## src/rtl/core/bta_pkg.sv

```systemverilog
// ----------------------------------------------------------------------------
// bta_pkg: shared constants, types and helpers for the bulge-to-arc pipeline
// Holds latencies, datapath widths, the arctangent table and side-data types.
// ----------------------------------------------------------------------------
`default_nettype none

package bta_pkg;

  // CORDIC iterations requested, and the count actually built (24 at most)
  localparam int ANGLE_STEPS  = 16;
  localparam int CORDIC_ITERS = (ANGLE_STEPS > 24) ? 24 : ANGLE_STEPS;

  // Stage counts of the pipeline parts
  localparam int DIV_LAT    = 31;
  localparam int SQRT_STEPS = 32;
  localparam int RAD_LAT    = SQRT_STEPS + 3;
  localparam int COR_LAT    = CORDIC_ITERS + 2;
  localparam int PAD_LAT    = RAD_LAT - COR_LAT;
  localparam int PIPE_LAT   = DIV_LAT + RAD_LAT + 5;

  // Datapath widths: centre, centre-to-point vector, CORDIC working range
  localparam int CEN_W  = 50;
  localparam int VEC_W  = 51;
  localparam int CORD_W = 54;

  // atan(2^-i) as 32-bit binary angle
  localparam logic [31:0] ATAN_TAB [24] = '{
    32'h20000000, 32'h12E4051E, 32'h09FB385B, 32'h051111D4,
    32'h028B0D43, 32'h0145D7E1, 32'h00A2F61E, 32'h00517C55,
    32'h0028BE53, 32'h00145F2F, 32'h000A2F98, 32'h000517CC,
    32'h00028BE6, 32'h000145F3, 32'h0000A2F9, 32'h0000517D,
    32'h000028BE, 32'h0000145F, 32'h00000A30, 32'h00000518,
    32'h0000028C, 32'h00000146, 32'h000000A3, 32'h00000051
  };

  // Data that rides alongside the divider
  typedef struct packed {
    logic               bad;
    logic               bneg;
    logic               cneg;
    logic signed [31:0] mid_x;
    logic signed [31:0] mid_y;
    logic signed [32:0] dxy;
    logic signed [32:0] dyx;
    logic signed [31:0] sx;
    logic signed [31:0] sy;
    logic signed [31:0] ex;
    logic signed [31:0] ey;
  } div_side_t;

  // Data that rides alongside the radius unit
  typedef struct packed {
    logic        bad;
    logic        bneg;
    logic [31:0] cen_x;
    logic [31:0] cen_y;
  } rad_side_t;

  typedef struct packed {
    logic [15:0] sa;
    logic [15:0] ea;
  } ang_pair_t;

  // Clamp a wide signed value to the int32 range
  function automatic logic [31:0] sat32(logic signed [CEN_W-1:0] v);
    logic all_one;
    logic all_zero;
    all_one  = &v[CEN_W-1:31];
    all_zero = ~(|v[CEN_W-1:31]);
    if (all_one || all_zero) begin
      return v[31:0];
    end else if (v[CEN_W-1]) begin
      return 32'h8000_0000;
    end else begin
      return 32'h7FFF_FFFF;
    end
  endfunction

endpackage

`default_nettype wire

```

## src/rtl/core/bta_div.sv

```systemverilog
// ----------------------------------------------------------------------------
// bta_div: pipelined restoring divider for the cotangent term
// One quotient bit per stage; the quotient is known to fit in 31 bits.
// ----------------------------------------------------------------------------
`default_nettype none

module bta_div import bta_pkg::*; (
  input  logic        clk_i,
  input  logic        en_i,
  input  logic [32:0] rem_i,   // dividend bits above the low 31, below divisor
  input  logic [30:0] nlow_i,  // low 31 dividend bits
  input  logic [32:0] dvs_i,   // divisor
  output logic [30:0] quo_o
);

  logic [32:0] rem_q [DIV_LAT];
  logic [32:0] rem_d [DIV_LAT];
  logic [30:0] nl_q  [DIV_LAT];
  logic [30:0] nl_d  [DIV_LAT];
  logic [32:0] dv_q  [DIV_LAT];
  logic [32:0] dv_d  [DIV_LAT];
  logic [30:0] qu_q  [DIV_LAT];
  logic [30:0] qu_d  [DIV_LAT];

  // One compare-subtract per stage
  always_comb begin
    logic [32:0] rem_p;
    logic [30:0] nl_p;
    logic [32:0] dv_p;
    logic [30:0] qu_p;
    logic [33:0] trial;
    logic        ge;
    for (int k = 0; k < DIV_LAT; k++) begin
      if (k == 0) begin
        rem_p = rem_i;
        nl_p  = nlow_i;
        dv_p  = dvs_i;
        qu_p  = '0;
      end else begin
        rem_p = rem_q[k-1];
        nl_p  = nl_q[k-1];
        dv_p  = dv_q[k-1];
        qu_p  = qu_q[k-1];
      end
      trial    = {rem_p, nl_p[DIV_LAT-1-k]};
      ge       = trial >= {1'b0, dv_p};
      rem_d[k] = ge ? 33'(trial - {1'b0, dv_p}) : trial[32:0];
      nl_d[k]  = nl_p;
      dv_d[k]  = dv_p;
      qu_d[k]  = {qu_p[29:0], ge};
    end
  end

  // Advance all stages together
  always_ff @(posedge clk_i) begin
    if (en_i) begin
      for (int k = 0; k < DIV_LAT; k++) begin
        rem_q[k] <= rem_d[k];
        nl_q[k]  <= nl_d[k];
        dv_q[k]  <= dv_d[k];
        qu_q[k]  <= qu_d[k];
      end
    end
  end

  assign quo_o = qu_q[DIV_LAT-1];

endmodule

`default_nettype wire

```

## config.mk

```make
export PLATFORM = sky130hd
export DESIGN_NAME = bta_div
export DESIGN_NICKNAME = d
export VERILOG_FILES = /design/src/rtl/core/bta_pkg.sv /design/src/rtl/core/bta_div.sv
export SDC_FILE = /design/constraint.sdc
export NUM_CORES = 2
export LEC_CHECK = 0
export ABC_CLOCK_PERIOD_IN_PS = 5790
export BUFFER_PORTS_ARGS = -buffer_cell sky130_fd_sc_hd__buf_4
export CAP_MARGIN = 0
export CORE_ASPECT_RATIO = 0.6
export CORE_MARGIN = 2
export CORE_UTILIZATION = 64
export CTS_CLUSTER_DIAMETER = 30
export DETAILED_ROUTE_END_ITERATION = 10
export PLACE_DENSITY = 0.8
export RECOVER_POWER = 50
export SLEW_MARGIN = 20
export SYNTH_ARGS = -nofsm -noshare
export SYNTH_HDL_FRONTEND = slang
export SYNTH_SLANG_ARGS = --single-unit
```

## constraint.sdc

```tcl
create_clock -name clk_i -period 5.79 [get_ports clk_i]
set_input_delay 0.8685 -clock clk_i [delete_from_list [all_inputs] [get_ports clk_i]]
set_output_delay 0.8685 -clock clk_i [all_outputs]
set_load 0.02 [all_outputs]
```

# Word-level counts from Yosys, hierarchy flattened

Memories as Yosys holds them, arrays and structs flattened.
Index checks and enable logic that the tools add are counted.

Register bits: 0
Latch bits: 0
Bits in writable memories: 3968
Bits in read-only memories: 0
Input port bits: 99
Output and inout bits: 31
Logic and storage cells: 99
Memories kept: 4

Memory list:

| memory | words | width | rd ports | clocked after Yosys merged registers in | wr ports | line          | source |
|---|---|---|---|---|---|---|---|
| dv_q   | 31    | 33    | 30       | 0                                       | 31       | bta_div.sv:20 | `logic [32:0] dv_q [DIV_LAT];` |
| rem_q  | 31    | 33    | 30       | 0                                       | 31       | bta_div.sv:16 | `logic [32:0] rem_q [DIV_LAT];` |
| nl_q   | 31    | 31    | 30       | 0                                       | 31       | bta_div.sv:18 | `logic [30:0] nl_q [DIV_LAT];` |
| qu_q   | 31    | 31    | 31       | 0                                       | 31       | bta_div.sv:22 | `logic [30:0] qu_q [DIV_LAT];` |

$add $sub $neg: 31
Multiply operators: 0
Divide/modulo/power cells: 0
$lt $le $gt $ge: 31
Equal/unequal tests: 0
Shift operators: 0
Mux-type cells: 33
Bitwise operators: 0
Reductions and logical operators: 0

Operators with widths:

| cell             | number |
|---|---|
| $ge A34 B33 Y1   | 31 |
| $mux W33         | 31 |
| $sub A33 B33 Y33 | 31 |
| $mux W1          | 2 |

# Longest topological paths before layout

An unclocked memory read counts as a cell.

Depth after elaboration: 3
Gate-level depth with buffers: 18
Depth with buffers taken out: 16

# Worst setup path before layout

No wires, ideal clock.

Path type: input to register
From: input port nlow_i[30]
To: memory rem_q[0][31] (data pin)
Library setup time: 273 ps
Arrival: 4044 ps
Required time: 5517 ps
Slack: 1473 ps
Stages: 15
Path buffers: 1
Path through: inv_1 ha_1 inv_1 fa_1 a21o_1 a21oi_1 o21bai_1 a2111oi_1 nor3_1 nor3_1 a211oi_1 or2_2 a21oi_2 clkbuf_1 o2111ai_1

RTL lines:

| what               | line          | source |
|---|---|---|
| start: declaration | bta_div.sv:11 | `input logic [30:0] nlow_i,` |
| end: declaration   | bta_div.sv:16 |  |

==> summary by stage <==
Worst setup path
STA puts the critical path data arrival time at just over 6000 ps. Across all register-to-register paths, the minimum setup slack is ~260 ps. The source of the worst register-to-register timing path is nl_q[0][359]. The worst setup path is captured at a flop. The highest fanout seen on the critical path is 24.

At the worst endpoint, the required time is roughly 6400 ps. The reg-to-reg endpoint is rem_q[0][424]. The worst setup path is launched from a flop.

The classification of the worst setup path is flop to flop. The number of cells on the worst reg-to-reg path is 14.

Detailed routing
For this run, design rule violations remaining after detail routing come to 0. The routed design has 409000 µm of wire. Across all layers, the routed design uses between 100k and 150k vias. After detailed routing, the average wire length per cell comes to roughly 25 µm. The count of nets left with antenna violations once routing finished came out at 0. For this block, the initial DRC count from the detailed router was 15210. Before antenna repair, the detailed router went through 7 iterations. The routed via count divided by cell count is ~6.4.

Synth
Counting flops with a built-in enable in the synthesized netlist gives 2941. For this run, the register share of the synthesized area comes to 0.581. The netlist area before placement is between 150000 and 200000 µm².

The distinct cell type count after synthesis is between 90 and 100. The synthesized design contains ~3000 register bits. The fraction of registers with async set or reset after synthesis is 0. When the netlist entered floorplanning its net count stood at around 14000. Synthesis handed over a netlist of around 13000 instances.

For this run, the number of Yosys warnings is 0. The main flop type after synthesis is edfxtp_1. A synthesized cell averages approximately 12 µm².

Clocking
The number of buffers added to fix hold violations after cts is 0. The clock insertion delay at the later pin of the skew report is 930 ps. The number of cells upsized or downsized after cts is 0.

The CTS buffer count is 430. The count of clock tree sinks is roughly 3000. The worst-case clock buffer depth is 4. The TritonCTS clock tree is done.

In this run the clock root is driven by a clkbuf_16. The number of levels the H-tree was split into is 5. The post-CTS clock slew at the launch and capture registers of the worst setup and hold paths is approximately 60 ps.

Once the clock tree was built, the setup fixing pass inserted 0 buffers.

Floorplanning
The count of pins on the block boundary is 130. The die width is between 600 and 700 µm. The die outline area is roughly 240000 µm². The standard-cell row count is between 100 and 150.

After floorplanning, the core was sized to cover 236000 µm². Measured along the y axis, the die boundary spans between 300 and 400 µm. The initial utilization of the core area, before any placement, comes to 0.644.

STA
The fmax is approximately 180 MHz. Dividing the final minimum period by the clock period gives 0.956. The slack of the critical path is 258 ps. The smallest clock period supported by the final layout is computed as 5530 ps.

The sum of negative setup slack is 0 ps. The number of hold violations in the final report is 0. The final worst clock skew is about 62 ps. The slew at the pin with the worst max-slew slack is roughly 4200 ps. The final count of pins violating max slew is roughly 840. Setup violations remaining at the end of the flow were counted as 0. Setup repair after global routing left no endpoint under its margin. Measured against its own limit, the worst slew margin works out to -1.78.

Power and ir drop
The total leakage power is 69.6 nW. The peak supply drop is roughly 350 µV. The power density over the cells is ~600 nW/µm².

Global routing
The first global-routing pass estimated ~600000 µm of wire. The layer flagged by global routing as most heavily used is met1. The global-route met2 utilization is 0.420. The final global-route overflow total is 0. In the global route stage, met1 resource usage came out at 0.548. The total global-route track usage is 0.333.

The initial antenna violation count is 24. The global routing met3 resource utilization is 0.0980. The via count of the first global-routing pass came to between 90000 and 100k. The largest net degree at the start of global routing is 183.

Place
The count of input and output buffers is about 130. The final estimated routing congestion in global placement is around 1.0. The estimated wirelength of the detail-placed design is ~300000 µm. The minimum setup slack after placement is between 600 and 700 ps.

Finish
The growth of design area from synthesis to finish is 12.9%. The count of filler cells inserted in the layout is 15339. In the final layout, the share of cells above drive strength 1 is 0.101. The final layout contains 14209 nets.

Hold path
The worst hold path terminates at nl_q[0][4]. The number of cells on the worst hold path is 1. In this run the worst hold path is classified as input port to flop. The startpoint identified for the worst hold timing path is nlow_i[4].

Run
The number of maximum-capacitance constraint violations is 10.

Run status
The final reports fail on max-capacitance violations, max-slew violations. The flow ran to the end, but the final reports show violations.
==> sequential cells by signal, indices dropped and copies added, names as in the netlist <==
signal,flops
dv_q,990
nl_q,465
qu_q,496
rem_q,990
==> per-stage QoR <==
stage	instances	total power, mW	cell area, µm²	util	hold WS (ps)
after floorplan	12636	63.7	152000	-	400
after global placement	15775	74.3	157000	0.666	400
after detailed placement	15775	75.6	157000	0.666	405
after CTS	16568	103	172000	0.728	63.0
after global routing	16571	109	171000	0.727	105
final	16575	104	171000	0.727	139
==> report_power, final <==
part / total, mW / internal (mW) / switching, mW
clock: 26.4 / 15.9 / 10.5
combinational: 42.6 / 17.7 / 24.8
sequential: 35.1 / 30.9 / 4.25
total: 104 / 64.5 / 39.6
==> synth_stat cells (18+ instances only) <==
library cell | instances | area (µm²)
o31ai_1 | 81 | 608
buf_2 | 42 | 210
a21o_1 | 548 | 4110
nand2b_1 | 120 | 751
nand4_1 | 133 | 832
and3_1 | 74 | 463
or2_2 | 33 | 206
xor2_1 | 287 | 2510
inv_1 | 1360 | 5100
nor2b_1 | 133 | 832
nor4_1 | 41 | 257
a31o_2 | 24 | 210
mux2_1 | 28 | 315
o21bai_1 | 173 | 1300
and4_1 | 30 | 263
o41ai_1 | 18 | 158
mux2_2 | 336 | 3780
o21a_1 | 115 | 863
nand2_1 | 824 | 3090
mux2i_1 | 29 | 290
a221oi_1 | 30 | 263
a21boi_0 | 30 | 225
fa_1 | 30 | 601
nor2_1 | 648 | 2430
or3_1 | 35 | 219
edfxtp_1 | 2941 | 88300
a41oi_1 | 19 | 166
a2111oi_0 | 19 | 166
ha_1 | 1023 | 12800
nand3_1 | 173 | 866
and2_1 | 36 | 225
o21ai_0 | 764 | 3820
a21oi_1 | 1083 | 5420
a31oi_1 | 95 | 594
clkbuf_1 | 185 | 694
xnor2_1 | 541 | 4740
nor3_1 | 133 | 666
a221o_1 | 21 | 210
a211o_1 | 32 | 280
o211ai_1 | 33 | 248
a211oi_1 | 67 | 503
==> layer usage <==
metal	part of all wire	vias up
met4	0.027	34
met1	0.46	50727
met2	0.37	6405
met3	0.14	844
li1	-	47533
met5	0.00048	-
==> placed cells by master, fill, tap and decap left out, types with 43 or more instances in the layout <==
| master | n |
|---|---|
| a21oi_1 | 1080 |
| clkinvlp_4 | 43 |
| nor2_1 | 646 |
| and3_1 | 74 |
| clkbuf_1 | 88 |
| a21o_1 | 548 |
| buf_4 | 128 |
| inv_1 | 1360 |
| ha_1 | 1023 |
| a31oi_1 | 93 |
| o21a_1 | 114 |
| mux2_2 | 336 |
| a211oi_1 | 67 |
| nor2b_1 | 133 |
| nand2_1 | 823 |
| o21bai_1 | 173 |
| edfxtp_1 | 2941 |
| nor3_1 | 133 |
| nand3_1 | 173 |
| inv_6 | 81 |
| clkbuf_16 | 433 |
| nand2b_1 | 119 |
| xor2_1 | 287 |
| nand4_1 | 133 |
| o21ai_0 | 764 |
| xnor2_1 | 541 |
| o31ai_1 | 80 |
==> logic make-up (layout without fill, tap and decap cells) <==
group | Yosys count | after routing | synth area share
compound gates | 3335 | 3335 | 0.137
flops | 2941 | 2941 | 0.581
simple gates | 2474 | 2474 | 0.0763
buf+inv | 1612 | 2394 | 0.0404
fa+ha+maj | 1053 | 1053 | 0.0882
xor+xnor | 828 | 828 | 0.0477
mux | 393 | 393 | 0.0289
other cells | 0 | 7 | 0
==> critical path: stages (launching register included) <==
cell,delay (ps)
edfxtp_1,350
inv_1,90
ha_1,190
inv_1,120
fa_1,500
a21o_1,210
a21oi_1,360
o221ai_1,330
a221oi_1,480
a21oi_1,250
a311oi_1,720
o21ai_1,360
a21oi_4,760
inv_1,200
mux2_2,320
==> area by class of cell <==
cell class	count	area, µm²	area share
antenna	7	17.5	0.000102
timing repair buffer	238	1790	0.0105
multi-input combinational	8083	57600	0.336
clock inverter	327	3710	0.0217
tap	3150	3940	0.0230
sequential	2941	88300	0.515
inverter	1363	5120	0.0298
clock buffer	466	11000	0.0639
==> worst max path at each step <==
stage,from,to,slack (ps)
after detailed placement,nl_q[0][419],rem_q[0][474],630
after global routing,nl_q[0][359],rem_q[0][424],110
after floorplan,nlow_i[30],rem_q[0][31],1470
final,nl_q[0][359],rem_q[0][424],260
after global placement,nl_q[0][419],rem_q[0][463],900
after CTS,nl_q[0][359],rem_q[0][424],510
Power figures use the tool's default switching activity.
